==> src/hw/rtl/rgb565_to_mono_frame_scaler_core_assert.svh <==
// Assertion macros shared by the frame scaler RTL.
// No dependencies; each macro takes the clock and reset of the module that uses it.
`ifndef RGB565_TO_MONO_FRAME_SCALER_CORE_ASSERT_SVH
`define RGB565_TO_MONO_FRAME_SCALER_CORE_ASSERT_SVH

// Consequent checked in the same cycle as the antecedent
`define RMFS_ASSERT_SAME(label, clk, rst, ante, cons) \
  label: assert property (@(posedge clk) disable iff (rst) (ante) |-> (cons)) \
    else $error("rmfs: same-cycle check failed");

// Consequent checked in the cycle after the antecedent
`define RMFS_ASSERT_NEXT(label, clk, rst, ante, cons) \
  label: assert property (@(posedge clk) disable iff (rst) (ante) |=> (cons)) \
    else $error("rmfs: next-cycle check failed");

`endif

==> src/hw/rtl/rmfs_pkg.sv <==
// Package for the RGB565 to mono frame scaler: geometry, widths, codes and types.
// No dependencies; used by every RTL file except the assertion macro header.
`default_nettype none

package rmfs_pkg;

  // Frame and panel geometry
  localparam int LOGICAL_WIDTH  = 480;
  localparam int LOGICAL_HEIGHT = 480;
  localparam int PANEL_WIDTH    = 400;
  localparam int PANEL_HEIGHT   = 300;

  // Field widths
  localparam int COORD_W = 10;
  localparam int COLOR_W = 16;
  localparam int LUMA_W  = 8;

  // Centered square on the panel
  localparam int SQUARE_SIDE  = (PANEL_WIDTH < PANEL_HEIGHT) ? PANEL_WIDTH : PANEL_HEIGHT;
  localparam int SQUARE_OFF_X = (PANEL_WIDTH - SQUARE_SIDE) / 2;
  localparam int SQUARE_OFF_Y = (PANEL_HEIGHT - SQUARE_SIDE) / 2;
  localparam int LOGICAL_MAX  = (LOGICAL_WIDTH > LOGICAL_HEIGHT) ? LOGICAL_WIDTH : LOGICAL_HEIGHT;

  // Bit store, one entry per logical pixel, row major
  localparam int STORE_BITS = LOGICAL_WIDTH * LOGICAL_HEIGHT;
  localparam int ADDR_W     = $clog2(STORE_BITS);

  // Scale divider: offset*LOGICAL fits PROD_W bits, reciprocal of the square side
  localparam int PROD_W = $clog2(SQUARE_SIDE * LOGICAL_MAX);
  localparam int RECIP  = (1 << PROD_W) / SQUARE_SIDE;

  // Command queue between front and back
  localparam int QUEUE_DEPTH = 4;
  localparam int QUEUE_PTR_W = $clog2(QUEUE_DEPTH);

  // BT.601 luma weights and channel layout
  localparam int LUMA_KR = 77;
  localparam int LUMA_KG = 150;
  localparam int LUMA_KB = 29;
  localparam int R_BITS  = 5;
  localparam int G_BITS  = 6;
  localparam int B_BITS  = 5;
  localparam logic [LUMA_W-1:0] LUMA_THRESHOLD_RESET = 8'd64;

  // Request kinds
  localparam logic REQ_WRITE = 1'b0;
  localparam logic REQ_READ  = 1'b1;

  typedef enum logic [1:0] {
    CMD_WRITE,
    CMD_READ,
    CMD_REPLY
  } cmd_op_t;

  typedef struct packed {
    cmd_op_t           op;
    logic [ADDR_W-1:0] addr;
    logic              white;
  } cmd_t;

  typedef enum logic [2:0] {
    F_IDLE,
    F_SCALE,
    F_RECIP,
    F_FIX,
    F_ADDR,
    F_PUSH
  } front_state_t;

endpackage

`default_nettype wire

==> src/hw/rtl/rmfs_queue.sv <==
// Short command queue decoupling the front end from the store back end.
// Depends on rmfs_pkg (cmd_t, depth) and the assertion macro header.
`default_nettype none
`include "rgb565_to_mono_frame_scaler_core_assert.svh"

module rmfs_queue (
  input  logic           clk,
  input  logic           rst,
  input  logic           push,
  input  rmfs_pkg::cmd_t push_cmd,
  output logic           full,
  input  logic           pop,
  output rmfs_pkg::cmd_t pop_cmd,
  output logic           empty
);
  import rmfs_pkg::*;

  cmd_t                 slots [QUEUE_DEPTH];
  logic [QUEUE_PTR_W-1:0] wr_ptr, rd_ptr;
  logic [QUEUE_PTR_W:0]   count;

  assign full    = (count == (QUEUE_PTR_W+1)'(QUEUE_DEPTH));
  assign empty   = (count == '0);
  assign pop_cmd = slots[rd_ptr];

  // Pointers and fill count
  always_ff @(posedge clk) begin
    if (rst) begin
      wr_ptr <= '0;
      rd_ptr <= '0;
      count  <= '0;
    end else begin
      if (push) wr_ptr <= wr_ptr + QUEUE_PTR_W'(1);
      if (pop)  rd_ptr <= rd_ptr + QUEUE_PTR_W'(1);
      if (push && !pop) count <= count + (QUEUE_PTR_W+1)'(1);
      else if (pop && !push) count <= count - (QUEUE_PTR_W+1)'(1);
    end
  end

  // Slot storage
  always_ff @(posedge clk) begin
    if (push) slots[wr_ptr] <= push_cmd;
  end

  `RMFS_ASSERT_SAME(a_no_push_when_full, clk, rst, full, !push)
  `RMFS_ASSERT_SAME(a_no_pop_when_empty, clk, rst, empty, !pop)

endmodule

`default_nettype wire

==> config.mk <==
export PLATFORM = sky130hd
export DESIGN_NAME = rmfs_queue
export DESIGN_NICKNAME = d
export VERILOG_FILES = /design/src/hw/rtl/rmfs_pkg.sv /design/src/hw/rtl/rmfs_queue.sv
export VERILOG_INCLUDE_DIRS = /design/src /design/src/hw/rtl
export SDC_FILE = /design/constraint.sdc
export NUM_CORES = 1
export LEC_CHECK = 0
export BUFFER_PORTS_ARGS = -buffer_cell sky130_fd_sc_hd__buf_2
export CAP_MARGIN = 40
export CORE_MARGIN = 2
export CORE_UTILIZATION = 25
export CTS_CLUSTER_DIAMETER = 40
export DETAILED_ROUTE_END_ITERATION = 16
export HOLD_SLACK_MARGIN = 0.15
export PLACE_DENSITY = 0.49
export SLEW_MARGIN = 25
export SYNTH_ARGS = -nofsm -noshare
export SYNTH_HDL_FRONTEND = slang
export SYNTH_SLANG_ARGS = --single-unit
==> constraint.sdc <==
create_clock -name clk -period 2.3 [get_ports clk]
set_clock_uncertainty 0.1 [all_clocks]
set_input_delay 0.23 -clock clk [delete_from_list [all_inputs] [get_ports clk]]
set_output_delay 0.23 -clock clk [all_outputs]
set_load 0.05 [all_outputs]
==> flow_summary.ini, run 1 <==
[detailed_routing]
wire_per_inst_um = 15.2
drcViolationCount = 0
detailroute.via_count = 1678
via_per_inst = 4.01
first_iter_violations = 85
routed_wirelength_mm = 6.33
ant_nets = 0
drt_pre_antenna_iters = 4

[placed_design]
portBuffers = 47
placed_cells = 378
place_area_mm2 = 0.00393
post-dp-hpwl_mm = 3.75
place.gp.congestion = 0.646
place_ws_ns = 0.498

[cts]
clockBufferDepth = 2
cts_sinks = 93
ctsHtreeMaxLevel = 3
ctsHoldBuffers = 24
cts_buffers = 9
post_cts_buffers = 0
clock-root-buffer = clkbuf_16
path_clk_slew_ns = 0.06
cts_resized = 0
cts_tree = built
clk_latency_ns = 0.33

[floorplanning]
dieArea_mm2 = 0.0148
core-area_mm2 = 0.0134
die_x_um = 122
pin_count = 48
die_h_um = 122
rows = 42
start_util = 0.258

[pwr]
seq_power_share = 0.477
power.density_mw_per_mm2 = 918
p_leak_nw = 1.56
p_clk_frac = 0.372
p_sw_frac = 0.250
power_frac_comb = 0.151
power_switching_w = 0.00103
intPower_w = 0.00309
vdd_drop_max_v = 0.000405

[layout]
syn_to_final_growth_pct = 29.7
fillers = 1300
layout_common_cells = edfxtp_1 (84), buf_2 (47), dlygate4sd3_1 (24)
fin_cells = 418
num-nets-final = 268
diodes = 0
design_area_mm2 = 0.00449
final_layout_size_suffix_gt1_frac = 0.372
fin_util = 0.335
final_common_cell = edfxtp_1

[timing]
rsz0062_at_grt = false
max_slew_margin = 0.759
finalSetupViolCount = 0
finalCriticalPeriod_ns = 2.05
tightestPinTransition_ns = 0.361
maxSlewViolCount = 0
period_share = 0.893
setup_tns_ns = 0
fmax_mhz = 487
finalHoldViolations = 0
fin_ws_ns = 0.246

[logic_synthesis]
syn-num-nets = 184
synth.cell_area_mm2 = 0.00346
syn_inst = 153
avgSynthCellArea_um2 = 22.6
yosys_warnings = 0
yosysSeqAreaShare = 0.781
ys_types = 21
ys_seq_elements = 93

[setup_path]
startpoint_type = register
arrival_ns = 1.72
crit_fanout = 10
worstSetupPathType = reg -> out
cp.required_ns = 1.97
end_kind = output port

[grt]
overflow = 0
antenna_found_initial = 0
grt_usage = 0.0916
grt_start_max_net_pins = 22
grt_pass1_wl_mm = 9.67
grt_pass1_vias = 1768

[job]
maxCapViolCount = 0

[min_path]
hp-class = reg -> reg

[status]
outcome = completed
-- stage by stage --
| stage | total power, W | hold WS [ns] |
|---|---|---|
| floorplan | 0.00244 | 0.229 |
| global placement | 0.00260 | 0.346 |
| detailed placement | 0.00261 | 0.349 |
| CTS | 0.00418 | 0.419 |
| global route | 0.00429 | 0.466 |
| finish | 0.00412 | 0.418 |
-- worst paths after layout --
kind / cells past startpoint / slack, ns / endpoint / startpoint
worst max-delay path: 3 / 0.25 / pop_cmd[16] / register
worst min-delay path: 2 / 0.42 / count[2]$_SDFFE_PP0P_ / count[2]$_SDFFE_PP0P_
worst max register to register: 4 / 0.74 / count[2]$_SDFFE_PP0P_ / count[0]$_SDFFE_PP0P_
worst min register to register: 2 / 0.42 / count[2]$_SDFFE_PP0P_ / count[2]$_SDFFE_PP0P_
-- power by group through the flow --
stage          clock network, W  logic [W]  registers (W)
2_1_floorplan                 0   0.000446        0.00200
3_3_place_gp                  0   0.000601        0.00200
3_5_place_dp                  0   0.000603        0.00200
4_1_cts                 0.00158   0.000637        0.00197
5_1_grt                 0.00164   0.000668        0.00198
6_report                0.00153   0.000621        0.00197
-- layout make-up --
cell class | instances | area (um2) | area share
multi-input combinational | 51 | 707 | 0.157
clock inverter | 7 | 90.1 | 0.0201
clock buffer | 9 | 225 | 0.0502
tap | 176 | 220 | 0.0491
inverter | 4 | 15.0 | 0.00334
timing repair buffer | 78 | 528 | 0.118
sequential | 93 | 2700 | 0.602
-- cell families (layout without fill, tap and decap cells) --
group	after synthesis	count (layout)	share of synthesized area
DFF	93	93	0.781
muxes	23	23	0.144
and+or+nand+nor	15	15	0.0213
buffers and inverters	9	98	0.0148
adders and majority gates	6	6	0.0239
xor gates and xnor gates	5	5	0.0127
AOI/OAI and AO/OA	2	2	0.00289
-- layer usage --
layer,track usage,routed length [um],up-vias
met5,0,0,-
met4,0.0496,130,0
met3,0.0234,247,9
met2,0.143,3070,35
met1,0.117,2880,853
li1,-,-,781
-- critical path: stages (launching register included) --
cell	delay, ns
dfxtp_2	0.32
buf_4	0.23
mux4_1	0.60
buf_2	0.23
-- state kept, by name (all words and copies together) (netlist names), named ones only --
signal / cells
count: 3
rd_ptr: 2
slots: 84
wr_ptr: 2
-- cells in the mapped netlist (all sizes together) --
| cell type | n | area, um2 |
|---|---|---|
| mux2i | 2 | 20.0 |
| clkbuf | 1 | 3.75 |
| dfxtp | 9 | 180 |
| a21oi | 1 | 5.00 |
| nand2 | 1 | 3.75 |
| xor2 | 3 | 26.3 |
| nor3 | 1 | 5.00 |
| mux4 | 21 | 477 |
| fa | 1 | 20.0 |
| nor2 | 7 | 26.3 |
| and2 | 4 | 25.0 |
| edfxtp | 84 | 2520 |
| inv | 4 | 15.0 |
| buf | 4 | 32.5 |
| or3 | 1 | 6.26 |
| ha | 5 | 62.6 |
| xnor2 | 2 | 17.5 |
| o21ai | 1 | 5.00 |
| nor3b | 1 | 7.51 |
No activity file was read; power rests on OpenSTA's default activity.
==> inputs of run 2 (changes only) <==
Settings changed: CORE_UTILIZATION 25 to 56, PLACE_DENSITY 0.49 to 0.86.
==> flow_summary.ini, run 2 (synthesis results as in run 1) <==
[cts]
clockBufferDepth = 2
post_cts_buffers = 0
path_clk_slew_ns = 0.08
cts_tree = built
cts_sinks = 93
clk_latency_ns = 0.35
ctsHtreeMaxLevel = 3
cts_buffers = 9
clock-root-buffer = clkbuf_8

[grt]
grt_usage = 0.194
antenna_found_initial = 0
overflow = 0
busiest_layer = met2
met2_usage = 0.346
grt_use_met1 = 0.220
grt_pass1_vias = 1842
grt_start_max_net_pins = 22
grt_pass1_wl_mm = 9.09
use_met3 = 0.0435

[setup_path]
end_kind = output port
crit_fanout = 9
critPathSlowestCell = mux4_2
worstPathCellList = buf_4, mux4_2, buf_2
cp.required_ns = 1.97
cp.depth = 3
startpoint_type = register
reg2reg_from = wr_ptr[0]$_SDFFE_PP0P_
arrival_ns = 1.81
r2r_slack_ns = 0.60
critical_path_buf_inv_count = 2
slowest_delay_ns = 0.55
worstSetupPathType = reg -> out
cp_top_family = multiplexers
reg2reg_to = slots[2][20]$_DFFE_PP_
reg2reg_depth = 4

[timing]
fmax_mhz = 467
finalCriticalPeriod_ns = 2.14
fin_ws_ns = 0.159
period_share = 0.931
finalHoldViolations = 0
hold_slack_ns = 0.416
finalSetupViolCount = 0
rsz0062_at_grt = false
max_slew_margin = 0.646
tightestPinTransition_ns = 0.532
maxSlewViolCount = 0
setup_tns_ns = 0

[floorplanning]
start_util = 0.581
die_h_um = 82.6
die_x_um = 82.6
core-area_mm2 = 0.00596
pin_count = 48
dieArea_mm2 = 0.00683
rows = 28

[placed_design]
place_ws_ns = 0.425
post-dp-hpwl_mm = 3.84
portBuffers = 47
place.gp.congestion = 0.650

[layout]
largest_reg_flops = 84
multi_input_area_um2 = 707
seqCellArea_mm2 = 0.00270
biggestRegsByFlops = slots x84, count x3
syn_to_final_growth_pct = 23.8
final_layout_size_suffix_gt1_frac = 0.370
fillers = 364
layout_common_cells = edfxtp_1 (84), buf_2 (47), dlygate4sd3_1 (24)
num-nets-final = 269
final_common_cell = edfxtp_1
diodes = 0
top_register = slots

[min_path]
hp-class = reg -> reg
min_delay_worst_endpoint = count[2]$_SDFFE_PP0P_
min-delay-start = count[2]$_SDFFE_PP0P_
hold_depth = 2

[pwr]
power_frac_comb = 0.166
p_leak_nw = 1.53
p_sw_frac = 0.259
p_clk_frac = 0.304
vdd_drop_max_v = 0.000553
power_switching_w = 0.000964
seq_power_share = 0.530
power_w = 0.00372
intPower_w = 0.00276
power.density_mw_per_mm2 = 868

[detailed_routing]
drcViolationCount = 0
detailroute.via_count = 1709
wire_per_inst_um = 18.7
routed_wirelength_mm = 5.93
ant_nets = 0
via_per_inst = 5.37
first_iter_violations = 74
drt_pre_antenna_iters = 4

[status]
outcome = completed

[job]
maxCapViolCount = 0
==> run 2: timing repair <==
item | 4_1_cts | 5_1_grt
hold buffers | 24 | 0
hold endpoints to repair | 93 | 0
gates resized for setup | 0 | 1
setup endpoints to repair | 0 | 11
==> run 2: through the flow <==
step / std cells / cell area, um2 / util
after CTS: 318 / 4280 / 0.719
after floorplan: 153 / 3460 / -
after detailed placement: 278 / 3830 / 0.643
final: 318 / 4280 / 0.719
after global placement: 276 / 3800 / 0.638
after global routing: 318 / 4280 / 0.719
==> run 2: worst max path at each step <==
stage	slack, ns	endpoint	startpoint
after floorplan	0.47	full	count[1]$_SDFFE_PP0P_
after global placement	0.42	pop_cmd[19]	register
after detailed placement	0.43	pop_cmd[10]	register
after CTS	0.01	pop_cmd[10]	register
after global routing	0.07	pop_cmd[10]	register
final	0.16	pop_cmd[10]	register
==> run 2: worst reg2reg max path, cell delays in order, from the launching register on <==
cell	delay (ns)
dfxtp_1	0.36
inv_1	0.12
ha_1	0.14
and2_1	0.46
buf_8	0.23
==> run 2: cell type report <==
| cell class | count | share of cell area |
|---|---|---|
| Timing Repair Buffer | 79 | 0.129 |
| Multi-Input combinational cell | 51 | 0.165 |
| Sequential cell | 93 | 0.631 |
| Inverter | 4 | 0.00350 |
| Clock inverter | 7 | 0.0210 |
| Clock buffer | 9 | 0.0289 |
| Tap cell | 75 | 0.0219 |
==> run 2: per-layer routing <==
metal	up-vias	wire, um
met2	51	3150
li1	789	-
met5	-	0
met1	854	2380
met3	15	247
met4	0	154
==> run 2: power groups by stage <==
stage               registers, W  logic (W)  clock network, W
floorplan                0.00200   0.000446                 0
global placement         0.00200   0.000567                 0
detailed placement       0.00201   0.000590                 0
CTS                      0.00197   0.000624           0.00115
global route             0.00198   0.000657           0.00122
finish                   0.00197   0.000617           0.00113
