===== src/hw/rtl/rgb565_to_mono_frame_scaler_core_assert.svh =====
// Assertion macros shared by the frame scaler RTL.
// No dependencies; each macro takes the clock and reset of the module that uses it.
`ifndef RGB565_TO_MONO_FRAME_SCALER_CORE_ASSERT_SVH
`define RGB565_TO_MONO_FRAME_SCALER_CORE_ASSERT_SVH

// Consequent checked in the same cycle as the antecedent
`define RMFS_ASSERT_SAME(label, clk, rst, ante, cons) \
  label: assert property (@(posedge clk) disable iff (rst) (ante) |-> (cons)) \
    else $error("rmfs: same-cycle check failed");

// Consequent checked in the cycle after the antecedent
`define RMFS_ASSERT_NEXT(label, clk, rst, ante, cons) \
  label: assert property (@(posedge clk) disable iff (rst) (ante) |=> (cons)) \
    else $error("rmfs: next-cycle check failed");

`endif


===== src/hw/rtl/rmfs_pkg.sv =====
// Package for the RGB565 to mono frame scaler: geometry, widths, codes and types.
// No dependencies; used by every RTL file except the assertion macro header.
`default_nettype none

package rmfs_pkg;

  // Frame and panel geometry
  localparam int LOGICAL_WIDTH  = 480;
  localparam int LOGICAL_HEIGHT = 480;
  localparam int PANEL_WIDTH    = 400;
  localparam int PANEL_HEIGHT   = 300;

  // Field widths
  localparam int COORD_W = 10;
  localparam int COLOR_W = 16;
  localparam int LUMA_W  = 8;

  // Centered square on the panel
  localparam int SQUARE_SIDE  = (PANEL_WIDTH < PANEL_HEIGHT) ? PANEL_WIDTH : PANEL_HEIGHT;
  localparam int SQUARE_OFF_X = (PANEL_WIDTH - SQUARE_SIDE) / 2;
  localparam int SQUARE_OFF_Y = (PANEL_HEIGHT - SQUARE_SIDE) / 2;
  localparam int LOGICAL_MAX  = (LOGICAL_WIDTH > LOGICAL_HEIGHT) ? LOGICAL_WIDTH : LOGICAL_HEIGHT;

  // Bit store, one entry per logical pixel, row major
  localparam int STORE_BITS = LOGICAL_WIDTH * LOGICAL_HEIGHT;
  localparam int ADDR_W     = $clog2(STORE_BITS);

  // Scale divider: offset*LOGICAL fits PROD_W bits, reciprocal of the square side
  localparam int PROD_W = $clog2(SQUARE_SIDE * LOGICAL_MAX);
  localparam int RECIP  = (1 << PROD_W) / SQUARE_SIDE;

  // Command queue between front and back
  localparam int QUEUE_DEPTH = 4;
  localparam int QUEUE_PTR_W = $clog2(QUEUE_DEPTH);

  // BT.601 luma weights and channel layout
  localparam int LUMA_KR = 77;
  localparam int LUMA_KG = 150;
  localparam int LUMA_KB = 29;
  localparam int R_BITS  = 5;
  localparam int G_BITS  = 6;
  localparam int B_BITS  = 5;
  localparam logic [LUMA_W-1:0] LUMA_THRESHOLD_RESET = 8'd64;

  // Request kinds
  localparam logic REQ_WRITE = 1'b0;
  localparam logic REQ_READ  = 1'b1;

  typedef enum logic [1:0] {
    CMD_WRITE,
    CMD_READ,
    CMD_REPLY
  } cmd_op_t;

  typedef struct packed {
    cmd_op_t           op;
    logic [ADDR_W-1:0] addr;
    logic              white;
  } cmd_t;

  typedef enum logic [2:0] {
    F_IDLE,
    F_SCALE,
    F_RECIP,
    F_FIX,
    F_ADDR,
    F_PUSH
  } front_state_t;

endpackage

`default_nettype wire


===== src/hw/rtl/rmfs_ifs.sv =====
// Valid/ready channel interfaces for request items and result items.
// Depends on rmfs_pkg for field widths.
`default_nettype none

interface rmfs_req_if;
  import rmfs_pkg::*;
  logic               valid;
  logic               ready;
  logic               req_type;
  logic [COORD_W-1:0] coord_x;
  logic [COORD_W-1:0] coord_y;
  logic [COLOR_W-1:0] rgb_color;

  modport source (output valid, req_type, coord_x, coord_y, rgb_color, input ready);
  modport sink   (input valid, req_type, coord_x, coord_y, rgb_color, output ready);
endinterface


`default_nettype wire


===== src/hw/rtl/rmfs_front.sv =====
// Front end: accepts request items, classifies them, computes luma or the scaled
// coordinate, and pushes one command per item. Depends on rmfs_pkg, rmfs_req_if.
`default_nettype none

module rmfs_front (
  input  logic                       clk,
  input  logic                       rst,
  input  logic                       cfg_we,
  input  logic [rmfs_pkg::LUMA_W-1:0] cfg_wdata,
  input  logic                       clearing,
  rmfs_req_if.sink                   req,
  output logic                       push,
  output rmfs_pkg::cmd_t             push_cmd,
  input  logic                       full
);
  import rmfs_pkg::*;

  localparam logic [COORD_W:0] LW_C     = (COORD_W+1)'(LOGICAL_WIDTH);
  localparam logic [COORD_W:0] LH_C     = (COORD_W+1)'(LOGICAL_HEIGHT);
  localparam logic [COORD_W:0] SQ_X_LO  = (COORD_W+1)'(SQUARE_OFF_X);
  localparam logic [COORD_W:0] SQ_X_HI  = (COORD_W+1)'(SQUARE_OFF_X + SQUARE_SIDE);
  localparam logic [COORD_W:0] SQ_Y_LO  = (COORD_W+1)'(SQUARE_OFF_Y);
  localparam logic [COORD_W:0] SQ_Y_HI  = (COORD_W+1)'(SQUARE_OFF_Y + SQUARE_SIDE);
  localparam int               RPROD_W  = 2 * PROD_W + COORD_W;

  front_state_t       state, state_next;
  logic [LUMA_W-1:0]  luma_threshold;
  logic               kind;
  logic [COORD_W-1:0] cx, cy;
  logic [COLOR_W-1:0] color;
  logic               axis;
  logic [PROD_W-1:0]  prod;
  logic [COORD_W-1:0] qest;
  logic [COORD_W-1:0] sx, sy;
  cmd_t               cmd;

  logic               accept;
  logic               in_frame, in_square;
  logic [COORD_W-1:0] off;
  logic [PROD_W-1:0]  prod_next;
  logic [RPROD_W-1:0] rprod;
  logic [PROD_W-1:0]  qs, rem;
  logic [COORD_W-1:0] q;
  logic [LUMA_W-1:0]  r8, g8, b8;
  logic [2*LUMA_W-1:0] lsum;
  logic [COORD_W-1:0] ax, ay;
  logic [ADDR_W-1:0]  addr_next;

  assign accept = req.valid && req.ready;

  // Classification of the incoming item
  assign in_frame  = ({1'b0, req.coord_x} < LW_C) && ({1'b0, req.coord_y} < LH_C);
  assign in_square = ({1'b0, req.coord_x} >= SQ_X_LO) && ({1'b0, req.coord_x} < SQ_X_HI) &&
                     ({1'b0, req.coord_y} >= SQ_Y_LO) && ({1'b0, req.coord_y} < SQ_Y_HI);

  // Shared scale unit: offset*LOGICAL, then floor divide by the square side
  assign off       = axis ? (cy - COORD_W'(SQUARE_OFF_Y)) : (cx - COORD_W'(SQUARE_OFF_X));
  assign prod_next = PROD_W'(off) * (axis ? PROD_W'(LOGICAL_HEIGHT) : PROD_W'(LOGICAL_WIDTH));
  assign rprod     = RPROD_W'(prod) * RPROD_W'(RECIP);
  assign qs        = PROD_W'(qest) * PROD_W'(SQUARE_SIDE);
  assign rem       = prod - qs;
  assign q         = (rem >= PROD_W'(SQUARE_SIDE)) ? (qest + COORD_W'(1)) : qest;

  // Luma from 8-bit expanded channels
  assign r8   = {color[COLOR_W-1 -: R_BITS], (LUMA_W-R_BITS)'(0)};
  assign g8   = {color[B_BITS +: G_BITS], (LUMA_W-G_BITS)'(0)};
  assign b8   = {color[B_BITS-1:0], (LUMA_W-B_BITS)'(0)};
  assign lsum = (2*LUMA_W)'(LUMA_KR) * (2*LUMA_W)'(r8) +
                (2*LUMA_W)'(LUMA_KG) * (2*LUMA_W)'(g8) +
                (2*LUMA_W)'(LUMA_KB) * (2*LUMA_W)'(b8);

  // Store address of the target pixel
  assign ax        = (kind == REQ_WRITE) ? cx : sx;
  assign ay        = (kind == REQ_WRITE) ? cy : sy;
  assign addr_next = ADDR_W'(ay) * ADDR_W'(LOGICAL_WIDTH) + ADDR_W'(ax);

  // Next state
  always_comb begin
    state_next = state;
    case (state)
      F_IDLE: begin
        if (accept) begin
          if (req.req_type == REQ_READ && in_square) state_next = F_SCALE;
          else if (req.req_type == REQ_WRITE && in_frame) state_next = F_ADDR;
          else state_next = F_PUSH;
        end
      end
      F_SCALE: state_next = F_RECIP;
      F_RECIP: state_next = F_FIX;
      F_FIX:   state_next = axis ? F_ADDR : F_SCALE;
      F_ADDR:  state_next = F_PUSH;
      F_PUSH:  if (!full) state_next = F_IDLE;
      default: state_next = F_IDLE;
    endcase
  end

  // Handshake outputs
  always_comb begin
    req.ready = (state == F_IDLE) && !clearing;
    push      = (state == F_PUSH) && !full;
  end

  assign push_cmd = cmd;

  always_ff @(posedge clk) begin
    if (rst) begin
      state          <= F_IDLE;
      luma_threshold <= LUMA_THRESHOLD_RESET;
    end else begin
      state <= state_next;
      if (cfg_we) luma_threshold <= cfg_wdata;
    end
  end

  // Datapath registers
  always_ff @(posedge clk) begin
    case (state)
      F_IDLE: begin
        if (accept) begin
          kind      <= req.req_type;
          cx        <= req.coord_x;
          cy        <= req.coord_y;
          color     <= req.rgb_color;
          axis      <= 1'b0;
          cmd.op    <= CMD_REPLY;
          cmd.addr  <= '0;
          cmd.white <= 1'b1;
        end
      end
      F_SCALE: prod <= prod_next;
      F_RECIP: qest <= COORD_W'(rprod >> PROD_W);
      F_FIX: begin
        if (axis) sy <= q;
        else sx <= q;
        axis <= 1'b1;
      end
      F_ADDR: begin
        cmd.addr  <= addr_next;
        cmd.op    <= (kind == REQ_WRITE) ? CMD_WRITE : CMD_READ;
        cmd.white <= !(lsum[2*LUMA_W-1:LUMA_W] > luma_threshold);
      end
      default: ;
    endcase
  end

endmodule

`default_nettype wire


===== src/flat_wrapper.sv =====
// flat-port wrapper written by rule: the top's interface ports become plain ports
module rmfs_front_flat import rmfs_pkg::*;
  (clk, rst, cfg_we, cfg_wdata, clearing, push, push_cmd, full, req_valid, req_req_type, req_coord_x, req_coord_y, req_rgb_color, req_ready);
  rmfs_req_if req_i ();
  input  logic clk;
  input  logic rst;
  input  logic cfg_we;
  input  logic [rmfs_pkg::LUMA_W-1:0] cfg_wdata;
  input  logic clearing;
  output logic push;
  output rmfs_pkg::cmd_t push_cmd;
  input  logic full;
  input wire logic [$bits(req_i.valid)-1:0] req_valid;
  input wire logic [$bits(req_i.req_type)-1:0] req_req_type;
  input wire logic [$bits(req_i.coord_x)-1:0] req_coord_x;
  input wire logic [$bits(req_i.coord_y)-1:0] req_coord_y;
  input wire logic [$bits(req_i.rgb_color)-1:0] req_rgb_color;
  output wire logic [$bits(req_i.ready)-1:0] req_ready;
  assign req_i.valid = req_valid;
  assign req_i.req_type = req_req_type;
  assign req_i.coord_x = req_coord_x;
  assign req_i.coord_y = req_coord_y;
  assign req_i.rgb_color = req_rgb_color;
  assign req_ready = req_i.ready;
  rmfs_front u_core (.clk(clk), .rst(rst), .cfg_we(cfg_we), .cfg_wdata(cfg_wdata), .clearing(clearing), .req(req_i), .push(push), .push_cmd(push_cmd), .full(full));
endmodule

===== config.mk =====
export PLATFORM = sky130hd
export DESIGN_NAME = rmfs_front_flat
export DESIGN_NICKNAME = d
export VERILOG_FILES = /design/src/hw/rtl/rgb565_to_mono_frame_scaler_core_assert.svh /design/src/hw/rtl/rmfs_pkg.sv /design/src/hw/rtl/rmfs_ifs.sv /design/src/hw/rtl/rmfs_front.sv /design/src/flat_wrapper.sv
export SDC_FILE = /design/constraint.sdc
export NUM_CORES = 1
export LEC_CHECK = 0
export ABC_AREA = 1
export BUFFER_PORTS_ARGS = -buffer_cell sky130_fd_sc_hd__buf_2
export CAP_MARGIN = 20
export CELL_PAD_IN_SITES_DETAIL_PLACEMENT = 1
export CELL_PAD_IN_SITES_GLOBAL_PLACEMENT = 1
export CORE_ASPECT_RATIO = 1.25
export CORE_UTILIZATION = 51
export DETAILED_ROUTE_END_ITERATION = 16
export HOLD_SLACK_MARGIN = 0.12
export PLACE_DENSITY = 0.82
export SLEW_MARGIN = 20
export SYNTH_ARGS = -nofsm -noshare
export SYNTH_HDL_FRONTEND = slang
export SYNTH_SLANG_ARGS = --single-unit
export TNS_END_PERCENT = 10

===== constraint.sdc =====
create_clock -name clk -period 10.35 [get_ports clk]
set_input_delay 1.035 -clock clk [delete_from_list [all_inputs] [get_ports clk]]
set_output_delay 1.035 -clock clk [all_outputs]
set_load 0.1 [all_outputs]

==> impl_metrics.py, run 1 <==
metrics = {
    "outcome": {
        "outcome": "completed",
    },
    "synth": {
        "synth.net_count": 1959,
        "synth_largest_area_cell": "ha_1",
        "synth_area_sq_um": 13610,
        "synth_edf_count": 102,
        "netlist_instances": 1558,
        "synth.top_cells.by_area": "ha_1 23%, edfxtp_1 23%, fa_1 15%",
        "synth.top_cell.area_share_pct": 22.89,
        "synth_ff_type": "edfxtp_1",
        "synth-seq-cells": 113,
        "synth.yosys.warnings": 0,
        "yosys.cell_count.top_type": "inv_1",
        "asyncSetResetFlopFracSynth_pct": 0,
        "synth_top_cells_by_count": "286 x inv_1, 273 x nand2_1, 249 x ha_1, 108 x a21oi_1, 102 x edfxtp_1",
        "yosysSeqAreaShare_pct": 24.12,
        "synth_cell_type_count": 45,
        "post_synth.cell_area_avg_sq_um": 8.737,
    },
    "global_route": {
        "gr-usage-all-layers_pct": 28.76,
        "grt_max_degree": 39,
        "grt_antenna_before_repair": 3,
        "global_route.peak_usage_layer": "met2",
        "wire_length_of_the_first_global_routing_pass_um": 61270,
        "use_met2_pct": 54.91,
        "number_of_global_route_vias_before_repair": 12280,
        "global_route.usage.met1_pct": 31.85,
        "overflow_left_after_global_routing": 0,
        "grt_util_met3_pct": 3.540,
    },
    "cells_and_area": {
        "seqCellArea_sq_um": 3283,
        "layout-drive-gt1-share_pct": 7.864,
        "final_util_pct": 57.45,
        "multi_input_comb_area_sq_um": 9196,
        "final_net_count": 2041,
        "final_cells": 1996,
        "num-fill-cells": 3143,
        "area.growth.synth_to_final_pct": 10.13,
    },
    "setup_path": {
        "crit-reg2reg-capture": "u_core.push_cmd[0]",
        "critical-path-top-delay-family": "adder cells",
        "crit_slowest_cell": "fa_1",
        "reg2reg_depth": 27,
        "timing.critical_path.to_type": "flop",
        "max_fanout_on_critical_path": 5,
        "critPathKind": "reg -> reg",
        "r2r_setup_slack_ns": 4.44,
        "cp_num_cells": 27,
        "critical_path.n_buffers_inverters": 5,
        "cp.arrival_ns": 6.09,
        "worst_setup_path_endpoint": "u_core.push_cmd[0]",
        "timing.critical_path.slowest_cell_delay_ns": 0.55,
        "crit_required_ns": 10.53,
        "start_kind": "flop",
        "critPathLaunch": "u_core.color[3]",
        "worstReg2RegStart": "u_core.color[3]",
    },
    "cts": {
        "ctsRootBufferMaster": "clkbuf_16",
        "clkTransAtPathRegs_ns": 0.06,
        "h-tree-depth": 4,
        "postCtsResizedCells": 0,
        "postCtsSetupRepairBufs": 0,
        "tritoncts": "built",
        "insertion_delay_ns": 0.43,
        "cts.path.max_buffers": 2,
        "cts.sinks": 113,
        "cts_made_buffers": 17,
        "hold_buffers": 0,
    },
    "min_path": {
        "min_delay_path_depth": 2,
        "holdCritPathClass": "reg -> reg",
    },
    "routing": {
        "route.detailed.vias_per_inst": 5.537,
        "routedWlPerCell_um": 18.68,
        "antenna_left": 0,
        "dr_total_vias": 11050,
        "finalWirelength_um": 37290,
        "first_pass_iters": 5,
        "dr.first_iter.drc_count": 493,
        "remaining_drc_errors": 0,
    },
    "die": {
        "num_io_pins": 74,
        "fp.dieArea_sq_um": 27350,
        "die_y_um": 184.7,
        "initial_core_util_pct": 52.16,
        "placeableCoreArea_sq_um": 26100,
        "std_cell_rows": 66,
        "die_x_um": 148.1,
    },
    "placed_design": {
        "place.detailed.instances": 1961,
        "routabilityCongestion": 0.8574,
        "detailed_place_hpwl_um": 30330,
        "portBuffers": 73,
    },
    "timing": {
        "worst_clock_skew_ns": 0.008002,
        "tns_setup_ns": 0,
        "slew_of_the_pin_with_the_lowest_slew_margin_ns": 1.115,
        "unrepaired_setup_endpoints_after_global_routing": "false",
        "final_hold_violating_endpoints": 0,
        "maxSlewHeadroom_pct": 25.40,
        "max_clock_freq_mhz": 169.1,
        "finalWorstPathRequiredPeriod_ns": 5.915,
        "layout_worst_path_cycle_share_pct": 57.15,
        "timing_max_transition_violations_final": 0,
        "setup_viol_count_final": 0,
    },
    "flow_run": {
        "maxCapViolations": 0,
    },
}
==> registers in the layout, summed over array words and instances, names as in the netlist, 3 cells and up <==
register	flops
u_core.push_cmd	21
u_core.color	16
u_core.prod	13
u_core.cx	10
u_core.cy	10
u_core.qest	10
u_core.sx	10
u_core.sy	10
u_core.luma_threshold	8
u_core.state	3
==> per-stage QoR <==
| stage | setup slack, ns | area (sq um) | hold slack, ns |
|---|---|---|---|
| after global placement | 4.820 | 14370 | 0.4560 |
| after floorplan | 5.091 | 13610 | 0.4392 |
| after detailed placement | 4.606 | 14370 | 0.4676 |
| after global routing | 4.055 | 14990 | 0.4893 |
| after CTS | 4.407 | 14980 | 0.4772 |
| final | 4.435 | 14990 | 0.4759 |
==> tightest hold or removal path, stage by stage (launching register included) <==
cell     delay (ns)
dfxtp_1        0.30
inv_1          0.07
a21oi_1        0.06
==> final cells by class <==
class | instances | area share (%)
clock inverter | 15 | 1.227
multi-input combinational | 1143 | 61.35
sequential | 113 | 21.90
clock buffer | 17 | 2.838
tap | 340 | 2.838
antenna | 3 | 0.05008
inverter | 290 | 7.261
timing repair buffer | 75 | 2.537
==> worst min-delay path by stage <==
stage / start / endpoint / slack (ns)
final: u_core.luma_threshold[3] / u_core.luma_threshold[3] / 0.48
after global routing: u_core.luma_threshold[7] / u_core.luma_threshold[7] / 0.49
after CTS: u_core.luma_threshold[3] / u_core.luma_threshold[3] / 0.48
after detailed placement: u_core.luma_threshold[3] / u_core.luma_threshold[3] / 0.47
after global placement: u_core.luma_threshold[2] / u_core.luma_threshold[2] / 0.46
after floorplan: u_core.luma_threshold[1] / u_core.luma_threshold[1] / 0.44
==> layer usage <==
metal | part of all wire [%] | routed length (um) | up-vias
li1 | - | - | 5305
met1 | 40 | 14800 | 5437
met2 | 54 | 20100 | 225
met3 | 2.9 | 1082 | 85
met4 | 3.5 | 1305 | 0
met5 | 0 | 0 | -
==> kinds of logic after synthesis <==
group                    after synthesis  share of synthesized area [%]
XOR/XNOR                              82                          5.276
adder cells (fa/ha/maj)              350                          37.74
flip-flops                           113                          24.12
buffers and inverters                302                          8.438
AND/OR/NAND/NOR                      487                          15.38
AO/OA/AOI/OAI                        224                          9.045
==> placed cells by master, fill, tap and decap left out, types with 11 or more instances in the layout <==
| master | count |
|---|---|
| o21ai_0 | 72 |
| xor2_1 | 55 |
| buf_2 | 73 |
| xnor2_1 | 27 |
| clkbuf_16 | 17 |
| dfxtp_1 | 11 |
| nor2_1 | 89 |
| a21oi_1 | 108 |
| nor3_1 | 15 |
| inv_1 | 286 |
| nand3_1 | 56 |
| nand2_1 | 273 |
| nand4_1 | 21 |
| ha_1 | 249 |
| edfxtp_1 | 102 |
| fa_1 | 101 |
Power of run 1 is not shown: default switching activity piles up to over one toggle a cycle in this logic, so the estimate is an artifact.
==> inputs of run 2 (changes only) <==
CORE_UTILIZATION = 44   (was 51)
PLACE_DENSITY = 0.74   (was 0.82)
clock period = 5.2 ns   (was 10.35 ns; I/O delays follow)
==> impl_metrics.py, run 2 (synthesis gave the netlist of run 1 again) <==
metrics = {
    "routing": {
        "first_pass_iters": 5,
        "remaining_drc_errors": 0,
        "dr.first_iter.drc_count": 476,
        "finalWirelength_um": 38390,
        "antenna_left": 0,
        "route.detailed.vias_per_inst": 5.271,
        "dr_total_vias": 11310,
        "routedWlPerCell_um": 17.89,
    },
    "timing": {
        "maxSlewHeadroom_pct": 31.67,
        "final_hold_violating_endpoints": 0,
        "worst_clock_skew_ns": 0.01904,
        "setup_viol_count_final": 1,
        "timing_max_transition_violations_final": 0,
        "layout_worst_path_cycle_share_pct": 101.9,
        "finalWorstPathRequiredPeriod_ns": 5.297,
        "worst_slack_ns": -0.09661,
        "slew_of_the_pin_with_the_lowest_slew_margin_ns": 1.021,
        "max_clock_freq_mhz": 188.8,
        "finalHoldWorstSlack_ns": 0.2544,
        "unrepaired_setup_endpoints_after_global_routing": "true",
    },
    "global_route": {
        "number_of_global_route_vias_before_repair": 12490,
        "wire_length_of_the_first_global_routing_pass_um": 62220,
        "gr-usage-all-layers_pct": 24.89,
        "grt_antenna_before_repair": 0,
        "grt_max_degree": 38,
        "overflow_left_after_global_routing": 0,
    },
    "placed_design": {
        "detailed_place_hpwl_um": 29700,
        "routabilityCongestion": 0.8452,
        "portBuffers": 73,
        "place.detailed.instances": 2097,
    },
    "die": {
        "num_io_pins": 74,
        "die_x_um": 159.3,
        "initial_core_util_pct": 44.93,
        "placeableCoreArea_sq_um": 30290,
        "fp.dieArea_sq_um": 31650,
        "die_y_um": 198.6,
        "std_cell_rows": 71,
    },
    "setup_path": {
        "cp.arrival_ns": 5.48,
        "max_fanout_on_critical_path": 4,
        "worst_setup_path_endpoint": "u_core.push_cmd[0]",
        "timing.critical_path.to_type": "flop",
        "critPathLaunch": "u_core.color[3]",
        "crit-reg2reg-capture": "u_core.push_cmd[0]",
        "crit_required_ns": 5.38,
        "r2r_setup_slack_ns": -0.1,
        "start_kind": "flop",
        "worstReg2RegStart": "u_core.color[3]",
        "timing.critical_path.slowest_cell_delay_ns": 0.55,
        "crit_slowest_cell": "fa_1",
        "reg2reg_depth": 28,
        "critPathKind": "reg -> reg",
    },
    "cts": {
        "h-tree-depth": 4,
        "clkTransAtPathRegs_ns": 0.06,
        "insertion_delay_ns": 0.44,
        "ctsRootBufferMaster": "clkbuf_16",
        "cts_made_buffers": 17,
        "cts.sinks": 113,
        "tritoncts": "built",
        "cts.path.max_buffers": 2,
    },
    "cells_and_area": {
        "num-fill-cells": 3532,
        "layout_common_cells": "275 x inv_1, 256 x nand2_1, 226 x ha_1",
        "area.growth.synth_to_final_pct": 20.52,
        "layout-drive-gt1-share_pct": 18.51,
        "mostFrequentLayoutCell": "inv_1",
        "final_net_count": 2133,
        "multi_input_comb_area_sq_um": 9837,
        "seqCellArea_sq_um": 3283,
        "antennaDiodeCount": 0,
        "final_cells": 2146,
        "largest_register_ffs": 21,
    },
    "flow_run": {
        "maxCapViolations": 0,
    },
    "outcome": {
        "outcome": "finished with violations",
        "failed_checks": "setup timing",
    },
    "min_path": {
        "holdCritPathClass": "in -> reg",
    },
}
run 2: layer usage:
metal	vias to the layer above	routed length (um)	global-route usage, %
met1	5574	15560	28.19
met2	168	20860	47.81
met4	0	1192	9.793
met3	75	779	2.440
li1	5494	-	-
met5	-	0	0
run 2: worst min path at each step:
stage,depth (start not counted),endpoint,start
2_1_floorplan,2,u_core.luma_threshold[1],u_core.luma_threshold[1]
3_3_place_gp,2,u_core.luma_threshold[4],u_core.luma_threshold[4]
3_5_place_dp,2,u_core.luma_threshold[1],u_core.luma_threshold[1]
4_1_cts,1,u_core.color[12],req_rgb_color[12]
5_1_grt,1,u_core.color[12],req_rgb_color[12]
6_report,1,u_core.color[5],req_rgb_color[5]
run 2: repair_timing:
item / CTS / global route
hold buffers: 0 / 0
gates resized for setup: 66 / 64
setup endpoints to repair: 21 / 22
gates cloned: 1 / 0
pin swaps: 46 / 57
buffers inserted: 12 / 4
run 2: per-stage QoR:
step           setup TNS, ns  utilization (%)  cell area [sq um]  setup WS, ns
5_1_grt               -3.538            54.15              16400       -0.3259
6_report            -0.09661            54.15              16400      -0.09661
3_5_place_dp          -1.732            49.60              15030       -0.4581
3_3_place_gp         -0.1939            49.60              15030       -0.1939
4_1_cts                    0            53.06              16070      0.004005
2_1_floorplan              0                -              13630       0.01677
run 2: final cells by class:
class	count	area share [%]
tap	401	3.058
multi-input combinational	1144	59.96
clock buffer	18	2.616
clock inverter	14	1.075
timing repair buffer	166	6.620
inverter	290	6.651
sequential	113	20.01
run 2: critical path: cells and delay by family, from the launching register on:
family	cells	cell delay (ns)
flip-flops	1	0.41
AND/OR/NAND/NOR	6	0.54
adder cells (fa/ha/maj)	7	2.31
XOR/XNOR	2	0.32
buffers and inverters	6	0.46
AO/OA/AOI/OAI	7	1.01
Power of run 2 is left out for the same reason.
==> inputs of run 3 (changes only) <==
CORE_UTILIZATION = 49   (was 44)
PLACE_DENSITY = 0.79   (was 0.74)
clock period = 5.9 ns   (was 5.2 ns; I/O delays follow)
==> impl_metrics.py, run 3 (synthesis gave the netlist of run 1 again) <==
metrics = {
    "cts": {
        "tritoncts": "built",
        "insertion_delay_ns": 0.44,
        "clkTransAtPathRegs_ns": 0.06,
        "h-tree-depth": 4,
        "cts.sinks": 113,
        "ctsRootBufferMaster": "clkbuf_16",
        "cts_made_buffers": 17,
        "cts.path.max_buffers": 2,
    },
    "cells_and_area": {
        "mostFrequentLayoutCell": "inv_1",
        "num-fill-cells": 3225,
        "final_net_count": 2060,
        "largest_register_ffs": 21,
        "area.growth.synth_to_final_pct": 11.78,
        "layout-drive-gt1-share_pct": 9.569,
        "final_cells": 2018,
        "multi_input_comb_area_sq_um": 9286,
        "fin_area_sq_um": 15220,
        "layout_common_cells": "286 x inv_1, 271 x nand2_1, 243 x ha_1",
        "seqCellArea_sq_um": 3283,
    },
    "setup_path": {
        "timing.critical_path.to_type": "flop",
        "max_fanout_on_critical_path": 5,
        "critPathKind": "reg -> reg",
        "timing.critical_path.slowest_cell_delay_ns": 0.51,
        "cp.arrival_ns": 5.95,
        "cp_common_cell": "ha_1",
        "start_kind": "flop",
        "crit_slowest_cell": "fa_1",
        "timing.critical_path.cells": "buf_4 > ha_1 > fa_1 > ha_1 > ha_1 > a21oi_1 > nand2_1 > xnor2_1 > fa_1 > inv_1 > ha_1 > nand2_1 > nor2_1 > a211oi_1 > o21ai_1 > nand3_2 > o21ai_1 > xnor2_1 > inv_1 > ha_1 > nand2_1 > nor2_1 > a21oi_1 > a311o_1",
        "crit_required_ns": 6.08,
        "reg2reg_depth": 24,
        "cp_num_cells": 24,
        "critical_path.n_buffers_inverters": 3,
        "critical-path-top-delay-family": "adder cells",
    },
    "die": {
        "fp.dieArea_sq_um": 28450,
        "placeableCoreArea_sq_um": 27080,
        "initial_core_util_pct": 50.27,
        "die_x_um": 151.1,
        "num_io_pins": 74,
        "std_cell_rows": 67,
        "die_y_um": 188.3,
    },
    "routing": {
        "route.detailed.vias_per_inst": 5.474,
        "routedWlPerCell_um": 18.41,
        "antenna_left": 0,
        "remaining_drc_errors": 0,
        "dr_total_vias": 11050,
        "dr.first_iter.drc_count": 312,
        "finalWirelength_um": 37140,
        "first_pass_iters": 5,
    },
    "global_route": {
        "grt_antenna_before_repair": 0,
        "overflow_left_after_global_routing": 0,
        "wire_length_of_the_first_global_routing_pass_um": 58930,
        "number_of_global_route_vias_before_repair": 11960,
        "grt_max_degree": 39,
        "gr-usage-all-layers_pct": 26.73,
    },
    "placed_design": {
        "place.detailed.instances": 1973,
        "placedInstanceArea_sq_um": 14430,
        "routabilityCongestion": 0.8655,
        "detailed_place_hpwl_um": 29590,
        "portBuffers": 73,
    },
    "min_path": {
        "holdCritPathClass": "in -> reg",
        "min_delay_path_depth": 1,
    },
    "timing": {
        "worst_clock_skew_ns": 0.01275,
        "finalWorstPathRequiredPeriod_ns": 5.770,
        "final_hold_violating_endpoints": 0,
        "layout_worst_path_cycle_share_pct": 97.79,
        "slew_of_the_pin_with_the_lowest_slew_margin_ns": 1.007,
        "maxSlewHeadroom_pct": 32.61,
        "setup_viol_count_final": 0,
        "timing_max_transition_violations_final": 0,
        "max_clock_freq_mhz": 173.3,
    },
    "outcome": {
        "outcome": "completed",
    },
    "flow_run": {
        "maxCapViolations": 0,
    },
}
[run 3: final timing paths]
kind	slack, ns	end	start
setup / recovery	0.13	u_core.push_cmd[0]	u_core.color[9]
hold / removal	0.33	u_core.color[7]	req_rgb_color[7]
setup reg to reg	0.13	u_core.push_cmd[0]	u_core.color[9]
hold reg to reg	0.48	u_core.luma_threshold[4]	u_core.luma_threshold[4]
[run 3: what timing repair did]
item | CTS | global route
endpoints found under the setup margin | 0 | 21
hold buffers | 0 | 0
resized for setup | 0 | 19
buffers inserted | 0 | 12
[run 3: through the flow]
stage | hold WS [ns] | TNS (ns) | worst slack (ns) | utilization [%]
floorplan | 0.4392 | 0 | 0.6413 | -
global placement | 0.4589 | 0 | 0.3748 | 53.28
detailed placement | 0.4707 | 0 | 0.1451 | 53.28
CTS | 0.3225 | 0 | 0.05351 | 55.50
global route | 0.3300 | -0.6120 | -0.1767 | 56.18
finish | 0.3325 | 0 | 0.1303 | 56.19
[run 3: layout make-up]
class | count | share of cell area, %
clock buffer | 22 | 3.051
sequential | 113 | 21.58
antenna | 1 | 0.01645
multi-input combinational | 1143 | 61.03
timing repair buffer | 94 | 3.437
clock inverter | 10 | 0.8963
inverter | 290 | 7.154
tap | 345 | 2.837
[run 3: layer usage]
layer  GRT usage [%]  part of all wire (%)
met5               0                     0
met4           11.77                   3.9
met3           2.833                   3.1
met2           49.82                    52
met1           30.11                    41
Power of run 3 is left out for the same reason.
